[config.mk]
export PLATFORM = sky130hd
export DESIGN_NAME = signed_decimal_list_packet_parser_unit
export DESIGN_NICKNAME = d
export VERILOG_FILES = /design/src/rtl/core/sdlp_pkg.sv /design/src/rtl/core/sdlp_core.sv /design/src/rtl/core/signed_decimal_list_packet_parser_unit.sv
export SDC_FILE = /design/constraint.sdc
export NUM_CORES = 1
export LEC_CHECK = 0
export BUFFER_PORTS_ARGS = -buffer_cell sky130_fd_sc_hd__buf_2
export CAP_MARGIN = 40
export CORE_ASPECT_RATIO = 0.7
export CORE_MARGIN = 1.5
export CORE_UTILIZATION = 50
export CTS_CLUSTER_SIZE = 40
export DETAILED_ROUTE_END_ITERATION = 6
export HOLD_SLACK_MARGIN = 0.08
export PLACE_DENSITY = 0.73
export SLEW_MARGIN = 20
export SYNTH_ARGS = -nofsm -noshare
export SYNTH_HDL_FRONTEND = slang
export SYNTH_SLANG_ARGS = --single-unit
[constraint.sdc]
create_clock -name clk_i -period 2.4 [get_ports clk_i]
set_input_delay 0 -clock clk_i [delete_from_list [all_inputs] [get_ports clk_i]]
set_output_delay 0 -clock clk_i [all_outputs]
set_load 0.02 [all_outputs]
[src/rtl/core/sdlp_pkg.sv]
`timescale 1ns / 1ps
// ----------------------------------------------------------------------------
// sdlp_pkg
// Types and constants for the signed decimal list packet parser.
// ----------------------------------------------------------------------------
package sdlp_pkg;

  typedef enum logic [1:0] {
    PH_IDLE = 2'd0,
    PH_BUSY = 2'd1,
    PH_DONE = 2'd2
  } sdlp_phase_e;

  typedef enum logic {
    OP_BYTE    = 1'b0,
    OP_RELEASE = 1'b1
  } sdlp_op_e;

  localparam logic [7:0] CH_START = 8'h73;  // s
  localparam logic [7:0] CH_END   = 8'h65;  // e
  localparam logic [7:0] CH_COMMA = 8'h2C;  // ,
  localparam logic [7:0] CH_MINUS = 8'h2D;  // -
  localparam logic [7:0] CH_ZERO  = 8'h30;  // 0
  localparam logic [7:0] CH_NINE  = 8'h39;  // 9

  localparam logic [3:0] FIELD_CAP = 4'd15;

  localparam int unsigned OUT_DATA_W = 32;

  typedef struct packed {
    logic               value_valid;
    logic [3:0]         value_index;
    logic signed [15:0] value;
    logic               packet_done;
    logic               aborted;
    logic [3:0]         value_count;
    logic [1:0]         parser_phase;
  } sdlp_result_t;

endpackage

[src/rtl/core/sdlp_core.sv]
`timescale 1ns / 1ps
// ----------------------------------------------------------------------------
// sdlp_core
// Parser state registers and the per-item update, one item per enabled cycle.
// ----------------------------------------------------------------------------
module sdlp_core
  import sdlp_pkg::*;
#(
  parameter int unsigned MAX_VALUES = 10
) (
  input  logic         clk_i,
  input  logic         rst_ni,
  input  logic         step_i,
  input  logic         op_i,
  input  logic [7:0]   rx_byte_i,
  output sdlp_result_t result_o
);

  localparam int unsigned IDX_W = $clog2(MAX_VALUES + 1);
  localparam logic [IDX_W-1:0] MaxIdx = IDX_W'(MAX_VALUES);

  sdlp_phase_e      phase_q, phase_d;
  logic [IDX_W-1:0] field_index_q, field_index_d;
  logic [3:0]       digit_count_q, digit_count_d;
  logic [15:0]      acc_q, acc_d;
  logic             minus_q, minus_d;
  logic [IDX_W-1:0] reported_q, reported_d;

  logic             v_valid;
  logic             done;
  logic             abort_flag;
  logic [15:0]      field_val;
  logic [3:0]       digit;
  logic [15:0]      acc_next;
  logic [IDX_W+3:0] idx_ext;
  logic [IDX_W+3:0] cnt_ext;

  assign field_val = minus_q ? (~acc_q + 16'd1) : acc_q;
  assign digit     = 4'(rx_byte_i - CH_ZERO);
  assign acc_next  = (acc_q << 3) + (acc_q << 1) + {12'd0, digit};

  always_comb begin
    phase_d       = phase_q;
    field_index_d = field_index_q;
    digit_count_d = digit_count_q;
    acc_d         = acc_q;
    minus_d       = minus_q;
    reported_d    = reported_q;
    v_valid       = 1'b0;
    done          = 1'b0;
    abort_flag    = 1'b0;
    if (op_i == OP_RELEASE) begin
      if (phase_q == PH_DONE) begin
        phase_d = PH_IDLE;
      end
    end else begin
      case (phase_q)
        PH_IDLE, PH_DONE: begin
          if (rx_byte_i == CH_START) begin
            phase_d       = PH_BUSY;
            field_index_d = '0;
            digit_count_d = '0;
            acc_d         = '0;
            minus_d       = 1'b0;
            if (phase_q == PH_DONE) begin
              reported_d = '0;
            end
          end
        end
        PH_BUSY: begin
          if (rx_byte_i == CH_END || rx_byte_i == CH_COMMA) begin
            if (digit_count_q != 4'd0 && field_index_q < MaxIdx) begin
              v_valid = 1'b1;
              if (rx_byte_i == CH_END) begin
                reported_d = field_index_q + 1'b1;
              end else begin
                field_index_d = field_index_q + 1'b1;
              end
            end
            digit_count_d = '0;
            acc_d         = '0;
            minus_d       = 1'b0;
            if (rx_byte_i == CH_END) begin
              phase_d = PH_DONE;
              done    = 1'b1;
            end
          end else if (rx_byte_i inside {[CH_ZERO:CH_NINE]} || rx_byte_i == CH_MINUS) begin
            if (digit_count_q >= FIELD_CAP ||
                (rx_byte_i == CH_MINUS && digit_count_q != 4'd0)) begin
              phase_d    = PH_IDLE;
              abort_flag = 1'b1;
            end else begin
              if (rx_byte_i == CH_MINUS) begin
                minus_d = 1'b1;
              end else begin
                acc_d = acc_next;
              end
              digit_count_d = digit_count_q + 4'd1;
            end
          end else begin
            phase_d    = PH_IDLE;
            abort_flag = 1'b1;
          end
        end
        default: begin
          phase_d = PH_IDLE;
        end
      endcase
    end
  end

  assign idx_ext = {4'd0, field_index_q};
  assign cnt_ext = {4'd0, reported_d};

  always_comb begin
    result_o.value_valid  = v_valid;
    result_o.value_index  = v_valid ? idx_ext[3:0] : 4'd0;
    result_o.value        = v_valid ? field_val : 16'sd0;
    result_o.packet_done  = done;
    result_o.aborted      = abort_flag;
    result_o.value_count  = cnt_ext[3:0];
    result_o.parser_phase = phase_d;
  end

  always_ff @(posedge clk_i or negedge rst_ni) begin
    if (!rst_ni) begin
      phase_q       <= PH_IDLE;
      field_index_q <= '0;
      digit_count_q <= '0;
      acc_q         <= '0;
      minus_q       <= 1'b0;
      reported_q    <= '0;
    end else if (step_i) begin
      phase_q       <= phase_d;
      field_index_q <= field_index_d;
      digit_count_q <= digit_count_d;
      acc_q         <= acc_d;
      minus_q       <= minus_d;
      reported_q    <= reported_d;
    end
  end

  a_index_bound: assert property (@(posedge clk_i) disable iff (!rst_ni)
    field_index_q <= MaxIdx && reported_q <= MaxIdx)
    else $error("field index beyond capacity");

  a_done_phase: assert property (@(posedge clk_i) disable iff (!rst_ni)
    step_i && done |=> phase_q == PH_DONE)
    else $error("terminator did not finish packet");

  a_abort_idle: assert property (@(posedge clk_i) disable iff (!rst_ni)
    step_i && abort_flag |=> phase_q == PH_IDLE && $stable(reported_q))
    else $error("abort did not return to idle");

  a_valid_excl: assert property (@(posedge clk_i) disable iff (!rst_ni)
    v_valid |-> !abort_flag && phase_q == PH_BUSY && field_index_q < MaxIdx)
    else $error("value emitted outside a packet");

  a_hold: assert property (@(posedge clk_i) disable iff (!rst_ni)
    !step_i |=> $stable(phase_q) && $stable(acc_q) && $stable(digit_count_q))
    else $error("state moved without an item");

endmodule

[src/rtl/core/signed_decimal_list_packet_parser_unit.sv]
`timescale 1ns / 1ps
// ----------------------------------------------------------------------------
// signed_decimal_list_packet_parser_unit
// Parses s<int>{,<int>}e packets byte by byte, one result item per input item.
// ----------------------------------------------------------------------------
//  channel   dir  tdata                         tuser
//  s_axis    in   rx_byte[7:0]                  op
//  m_axis    out  result fields, 29 of 32 bits  -
//
//  one item per cycle sustained while m_axis accepts results; the path is
//  input register -> parser update -> result register
//  rst_ni clears control and parser state, asynchronously
//  a stalled m_axis holds the result; s_axis keeps accepting while the
//  input register can drain
// ----------------------------------------------------------------------------
module signed_decimal_list_packet_parser_unit
  import sdlp_pkg::*;
#(
  parameter int unsigned MAX_VALUES = 10
) (
  input  logic                  clk_i,
  input  logic                  rst_ni,
  input  logic                  s_axis_tvalid,
  output logic                  s_axis_tready,
  input  logic [7:0]            s_axis_tdata,   // rx_byte
  input  logic                  s_axis_tuser,   // op
  output logic                  m_axis_tvalid,
  input  logic                  m_axis_tready,
  // value_valid, value_index[3:0], value[15:0], packet_done, aborted,
  // value_count[3:0], parser_phase[1:0], zero fill
  output logic [OUT_DATA_W-1:0] m_axis_tdata
);

  logic                  in_valid_q;
  logic                  in_op_q;
  logic [7:0]            in_byte_q;
  logic                  out_valid_q;
  logic [OUT_DATA_W-1:0] out_data_q;
  logic                  adv;
  sdlp_result_t          res;
  logic [OUT_DATA_W-1:0] res_packed;

  assign adv           = in_valid_q && (!out_valid_q || m_axis_tready);
  assign s_axis_tready = !in_valid_q || adv;

  sdlp_core #(
    .MAX_VALUES(MAX_VALUES)
  ) u_core (
    .clk_i    (clk_i),
    .rst_ni   (rst_ni),
    .step_i   (adv),
    .op_i     (in_op_q),
    .rx_byte_i(in_byte_q),
    .result_o (res)
  );

  assign res_packed = {3'd0, res.parser_phase, res.value_count, res.aborted,
                       res.packet_done, res.value, res.value_index, res.value_valid};

  always_ff @(posedge clk_i or negedge rst_ni) begin
    if (!rst_ni) begin
      in_valid_q  <= 1'b0;
      out_valid_q <= 1'b0;
    end else begin
      if (s_axis_tready) begin
        in_valid_q <= s_axis_tvalid;
      end
      if (adv) begin
        out_valid_q <= 1'b1;
      end else if (m_axis_tready) begin
        out_valid_q <= 1'b0;
      end
    end
  end

  always_ff @(posedge clk_i) begin
    if (s_axis_tvalid && s_axis_tready) begin
      in_op_q   <= s_axis_tuser;
      in_byte_q <= s_axis_tdata;
    end
    if (adv) begin
      out_data_q <= res_packed;
    end
  end

  assign m_axis_tvalid = out_valid_q;
  assign m_axis_tdata  = out_data_q;

endmodule

Word-level counts from Yosys, hierarchy flattened

Index checks and enable logic that the tools add are counted.

Register bits: 71
Input bits: 13
Output and inout bits: 34
Word-level logic and storage cells: 111

$add $sub $neg: 6
Magnitude comparators: 4
Equality and inequality tests: 14
Muxes and demuxes: 46
Bitwise logic cells: 4
Reductions and logical operators: 23

Operators with widths:

| cell                                                                                | count |
|---|---|
| 16-bit 2-to-1 mux                                                                   | 6 |
| 4-bit 2-to-1 mux                                                                    | 13 |
| 16-bit case mux with 2 select lines                                                 | 1 |
| 4-bit case mux with 2 select lines                                                  | 3 |
| 7-bit AND reduction                                                                 | 3 |
| 16-bit by 1-bit adder with 16-bit output, second input constant                     | 1 |
| 16-bit adder                                                                        | 1 |
| 16-bit by 4-bit adder with 16-bit output                                            | 1 |
| 8-bit by 6-bit equality test with 1-bit output, second input constant               | 2 |
| 8-bit by 7-bit equality test with 1-bit output, second input constant               | 2 |
| 16-bit NOT                                                                          | 1 |
| 1-bit 2-to-1 mux                                                                    | 14 |
| 2-bit 2-to-1 mux                                                                    | 7 |
| 4-bit by 1-bit adder with 4-bit output, second input constant                       | 2 |
| 8-bit by 6-bit greater-or-equal comparator with 1-bit output, second input constant | 1 |
| 8-bit by 6-bit <= comparator with 1-bit output, second input constant               | 1 |
| 2-bit by 1-bit != test with 1-bit output, second input constant                     | 3 |
| 3-bit by 1-bit != test with 1-bit output, second input constant                     | 2 |
| 3-bit by 2-bit != test with 1-bit output, second input constant                     | 2 |
| 6-bit AND reduction                                                                 | 1 |
| 3-bit OR reduction                                                                  | 2 |
| 1-bit logical AND                                                                   | 5 |
| 1-bit logical OR                                                                    | 5 |
| 4-bit greater-or-equal comparator, second input constant                            | 1 |
| other kinds (13)                                                                    | 17 |

Longest topological paths before layout

Depth after elaboration: 8
Depth in mapped cells: 10

Modules after synthesis

From an unflattened synthesis, not the netlist that was laid out.

Cell total of the unflattened synthesis: 374
Area total of the unflattened synthesis: 4,080.2 um^2

By module, submodules not included:

| module                                 | instances | cells an instance | area an instance (um^2) |
|---|---|---|---|
| sdlp_core                              | 1         | 324               | 2,808.9 |
| signed_decimal_list_packet_parser_unit | 1         | 50                | 1,271.2 |

Worst setup path after synthesis

OpenSTA, ideal clock, no wires.

Path type: register to register
From: reg u_core.acc_q[0]
To: reg u_core.acc_q[10]
Library setup time: 0.122 ns
Data arrival time: 2.487 ns
Required time: 2.278 ns
Path slack: -0.209 ns
Stages on the path, launching flop included: 11
Buffers on the path: 0
Clock period less this slack: 2.609 ns
Path through: dfrtp_1 -> inv_1 -> fa_1 -> inv_1 -> fa_1 -> a211oi_1 -> nor2_1 -> o31a_1 -> o21ai_0 -> nand2_1 -> a32o_1

Longest elaborated chain between the ends: 7

RTL lines:

| element                                  | RTL line         | source |
|---|---|---|
| start: declaration                       | sdlp_core.sv:25  | `logic [15:0] acc_q, acc_d;` |
| start signal: assignment                 | sdlp_core.sv:130 | `acc_q <= '0;` |
| start signal: assignment                 | sdlp_core.sv:137 | `acc_q <= acc_d;` |
| 16-bit adder                             | sdlp_core.sv:40  | `assign acc_next = (acc_q << 3) + (acc_q << 1) + {12'd0, digit};` |
| 16-bit by 4-bit adder with 16-bit output | sdlp_core.sv:40  |  |
| 16-bit 2-to-1 mux                        | sdlp_core.sv:93  | `if (rx_byte_i == CH_MINUS) begin` |
| 16-bit 2-to-1 mux                        | sdlp_core.sv:88  | `if (digit_count_q >= FIELD_CAP \|\|` |
| 16-bit 2-to-1 mux                        | sdlp_core.sv:87  | `end else if (rx_byte_i inside {[CH_ZERO:CH_NINE]} \|\| rx_byte_i == CH_MINUS) begin` |
| 16-bit 2-to-1 mux                        | sdlp_core.sv:71  | `if (rx_byte_i == CH_END \|\| rx_byte_i == CH_COMMA) begin` |
| 16-bit case mux with 2 select lines      | sdlp_core.sv:57  | `case (phase_q)` |

No other way between the ends. The select of a mux whose other input is x is not followed.
A chain may end at the register's enable or synchronous reset.

Worst setup path after layout

From: reg u_core.acc_q[2]
To: reg out_data_q[18], in the netlist m_axis_tdata[18] (data pin)

Longest elaborated chain between the ends: 3

RTL lines:

| element                                  | RTL line                                     | source |
|---|---|---|
| 16-bit NOT                               | sdlp_core.sv:38                              | `assign field_val = minus_q ? (~acc_q + 16'd1) : acc_q;` |
| 16-bit by 1-bit adder with 16-bit output | sdlp_core.sv:38                              |  |
| 16-bit 2-to-1 mux                        | sdlp_core.sv:38                              |  |
| end signal: assignment                   | signed_decimal_list_packet_parser_unit.sv:82 | `out_data_q <= res_packed;` |
| end: declaration                         | signed_decimal_list_packet_parser_unit.sv:38 | `logic [OUT_DATA_W-1:0] out_data_q;` |

No other way between the ends.

==> key figures <==
Critical path
  • Top Family by Delay on Critical Path: simple AND/OR/NAND/NOR gates
  • CP max FO: 4
  • Max incr delay on CP: 500 ps
  • CP Launch Type: flip-flop
  • Critical path's slowest cell: or4_4
  • CP Capture Type: flip-flop
  • Critical path cell sequence: buf_4 > or4_4 > or4_4 > or4_4 > o41ai_4 > xor2_1 > nor2_1
  • CP most frequent cell: or4_4
  • Worst path bufs/invs: 1
  • CP Data Arrival Time: around 2700 ps
  • Crit Path Class: reg2reg
  • Required @ worst endpoint: around 2500 ps

Timing
  • Slew margin rel.: approximately 48%
  • Final Cycle Share: 110.8%
  • Peak Freq: between 300 and 400 MHz
  • RSZ-0062 raised after global routing: yes
  • Final setup violation count: 15
  • Final hold violations: 0
  • Worst-Margin Slew: slightly below 800 ps
  • Final min period: 2660 ps
  • TNS Setup: -2804 ps
  • Setup ws final: -260.1 ps
  • Clk_skew: 5.847 ps
  • Fin. max-slew vios: 0

Floorplanning
  • I/O Pins: 47
  • Row count: 27
  • Core area: 7905 um^2
  • Chip width: 111.1 um
  • Initial Utilization: around 52%
  • Die height: just under 80 um
  • Full die area: slightly below 9000 um^2

Drt
  • Detail Route Antenna Nets: 0
  • Total number of vias: ~3.4k
  • Drt first pass iters: 5
  • DR iter-0 viols: a little over 300
  • Detailed Route WL: 9.624 mm
  • Routed wire length per instance: roughly 16 um
  • Drt drc: 0
  • Avg Vias per Cell: 5.760

Yosys
  • Mapped Cells: ~380
  • Synth Register Bits: 71
  • Synth Area per Inst: 10.66 um^2
  • Count of cell types in the netlist: 55
  • Sequential share of the synthesized area: between 40% and 50%
  • Async SR Flop Fraction: between 40% and 50%
  • Warnings, synthesis: 0
  • EDFF count, synth: 38
  • Mapped Area: just over 4000 um^2
  • Primary FF master, synth: edfxtp_1

GRT
  • Initial antenna violation count: 0
  • Overflow after GRT: 0
  • Vias in the first global route: 3247
  • Largest net degree at the start of global routing: 34
  • First-pass GRT wire length: ~16 mm
  • Total GRT Usage: between 20% and 30%

Cells and area
  • Commonest non-fill, non-tap cell in the layout: buf_2
  • Most frequent cells in the layout: 43 x buf_2, 41 x buf_4, 38 x edfxtp_1
  • Layout net count: around 530
  • Final cell count without fillers: ~600
  • Filler cell count: a little under 600
  • ANT cells: 0
  • Share of cells above drive strength 1: 30.36%
  • P&R area growth vs syn: 31.27%

Clocking
  • Clock Latency Late Sink: ~330 ps
  • Clk sinks: 71
  • Clock Tree Root: clkbuf_16
  • TritonCTS clock tree: built
  • Clock-pin slew on the worst setup and hold paths: 60 ps
  • Clk buf depth: 2
  • # H-tree levels: 3
  • CTS Buf Count: 9

Power and ir drop
  • Power density over the cells: 665.6 nW/um^2
  • Max VDD drop: between 0.4 and 0.5 mV
  • Lkg Pwr: ~0.0024 uW
  • Total power: 3576 uW

Run status
  • Failing checks: negative setup slack
  • Status: finished with violations

Place
  • Hpwl dp: around 6.5 mm
  • I/O Buffers: 43
  • Post-Place Setup Slack: -224.4 ps
  • # placed instances: roughly 550
  • Gpl congestion: 0.8714

Hold path
  • HP Class: in2reg

Flow run
  • Max-Cap Viols: 0
[cell families (layout without fill, tap and decap cells)]
logic type,after synthesis,count (layout),synth area share (%)
AND/OR/NAND/NOR,120,120,14.89
other,1,3,0.09163
XOR/XNOR,26,26,5.564
AO/OA/AOI/OAI,98,98,16.66
buffers and inverters,30,138,3.027
multiplexers,6,6,1.559
adder cells (fa/ha/maj),32,32,10.15
flip-flops,71,71,48.06
[sequential cells by signal, indices dropped and copies added (netlist names)]
signal	flops
in_byte_q	8
in_op_q	1
in_valid_q	1
m_axis_tdata	29
m_axis_tvalid	1
u_core.acc_q	16
u_core.digit_count_q	4
u_core.field_index_q	4
u_core.minus_q	1
u_core.phase_q	2
u_core.reported_q	4
[worst register-to-register path, cell delays in order (launching register included)]
cell and delay [ps]:
dfrtp_2 420, buf_4 140, or4_4 500, or4_4 430, or4_4 480, o41ai_4 230
xor2_1 160, nor2_1 50
[cell usage after synthesis (5+ instances only)]
library cell	n	share of area (%)
nor3_1	5	0.61
a22o_1	13	2.8
xnor2_1	6	1.3
a21oi_1	18	2.2
o21a_1	5	0.92
edfxtp_1	38	28
xor2_1	20	4.3
o21ai_0	27	3.3
clkbuf_1	10	0.92
o31ai_1	5	0.92
inv_1	17	1.6
nand2_1	31	2.8
nor3b_1	5	0.92
nor2_1	38	3.5
nand3_1	7	0.86
dfrtp_1	33	20
ha_1	30	9.2
[per-stage QoR]
step	hold WS (ps)	cell area, um^2	util, %
final	372.7	5373	67.96
after global routing	379.7	5373	67.96
after CTS	316.7	5226	66.11
after detailed placement	129.0	4711	59.59
after global placement	127.5	4711	59.59
after floorplan	-295.6	4146	-
[worst paths after layout]
check                                       startpoint                        endpoint  slack, ps  cells after the start
setup reg to reg           u_core.acc_q[2]$_DFFE_PN0P_  m_axis_tdata[18]$_SDFFCE_PN0P_       -260                      7
setup / recovery           u_core.acc_q[2]$_DFFE_PN0P_  m_axis_tdata[18]$_SDFFCE_PN0P_       -260                      7
hold / removal                         s_axis_tdata[4]          in_byte_q[4]$_DFFE_PP_        370                      2
hold reg to reg                 in_valid_q$_DFFE_PN0N_       m_axis_tvalid$_DFFE_PN0P_        530                      1
min in group asynchronous                       rst_ni    u_core.acc_q[10]$_DFFE_PN0P_        540                      3
max in group asynchronous                       rst_ni     u_core.acc_q[2]$_DFFE_PN0P_       1470                      4
[power breakdown]
group          internal [uW]  switching (uW)  total [uW]
combinational            323             428         752
clock                    810             531        1340
sequential              1390            95.3        1480
[routing by layer]
metal  share of wire (%)  track usage (%)  routed length [um]  vias up
met3                 6.8            4.275                 657       11
li1                    -                -                   -     1626
met4                 1.2            6.835                 119        0
met5                   0                0                   0        -
met2                  44            33.95                4226      145
met1                  48            34.74                4621     1645
[layout make-up]
type | instances | area (um^2) | area share [%]
clock buffer | 10 | 229.0 | 4.262
clock inverter | 6 | 68.82 | 1.281
tap | 101 | 126.4 | 2.352
sequential | 71 | 1969 | 36.66
multi-input combinational | 285 | 2156 | 40.13
timing repair buffer | 105 | 759.5 | 14.14
inverter | 17 | 63.81 | 1.188
[repair_timing]
action                     4_1_cts  5_1_grt
hold buffers                    13        1
gates cloned                     0        0
setup buffers                    3        8
gates resized for setup         18       16
setup endpoints to repair       15       19
hold endpoints to repair        44        2
pin swaps                       21       18
(Power assumes the default switching activity.)
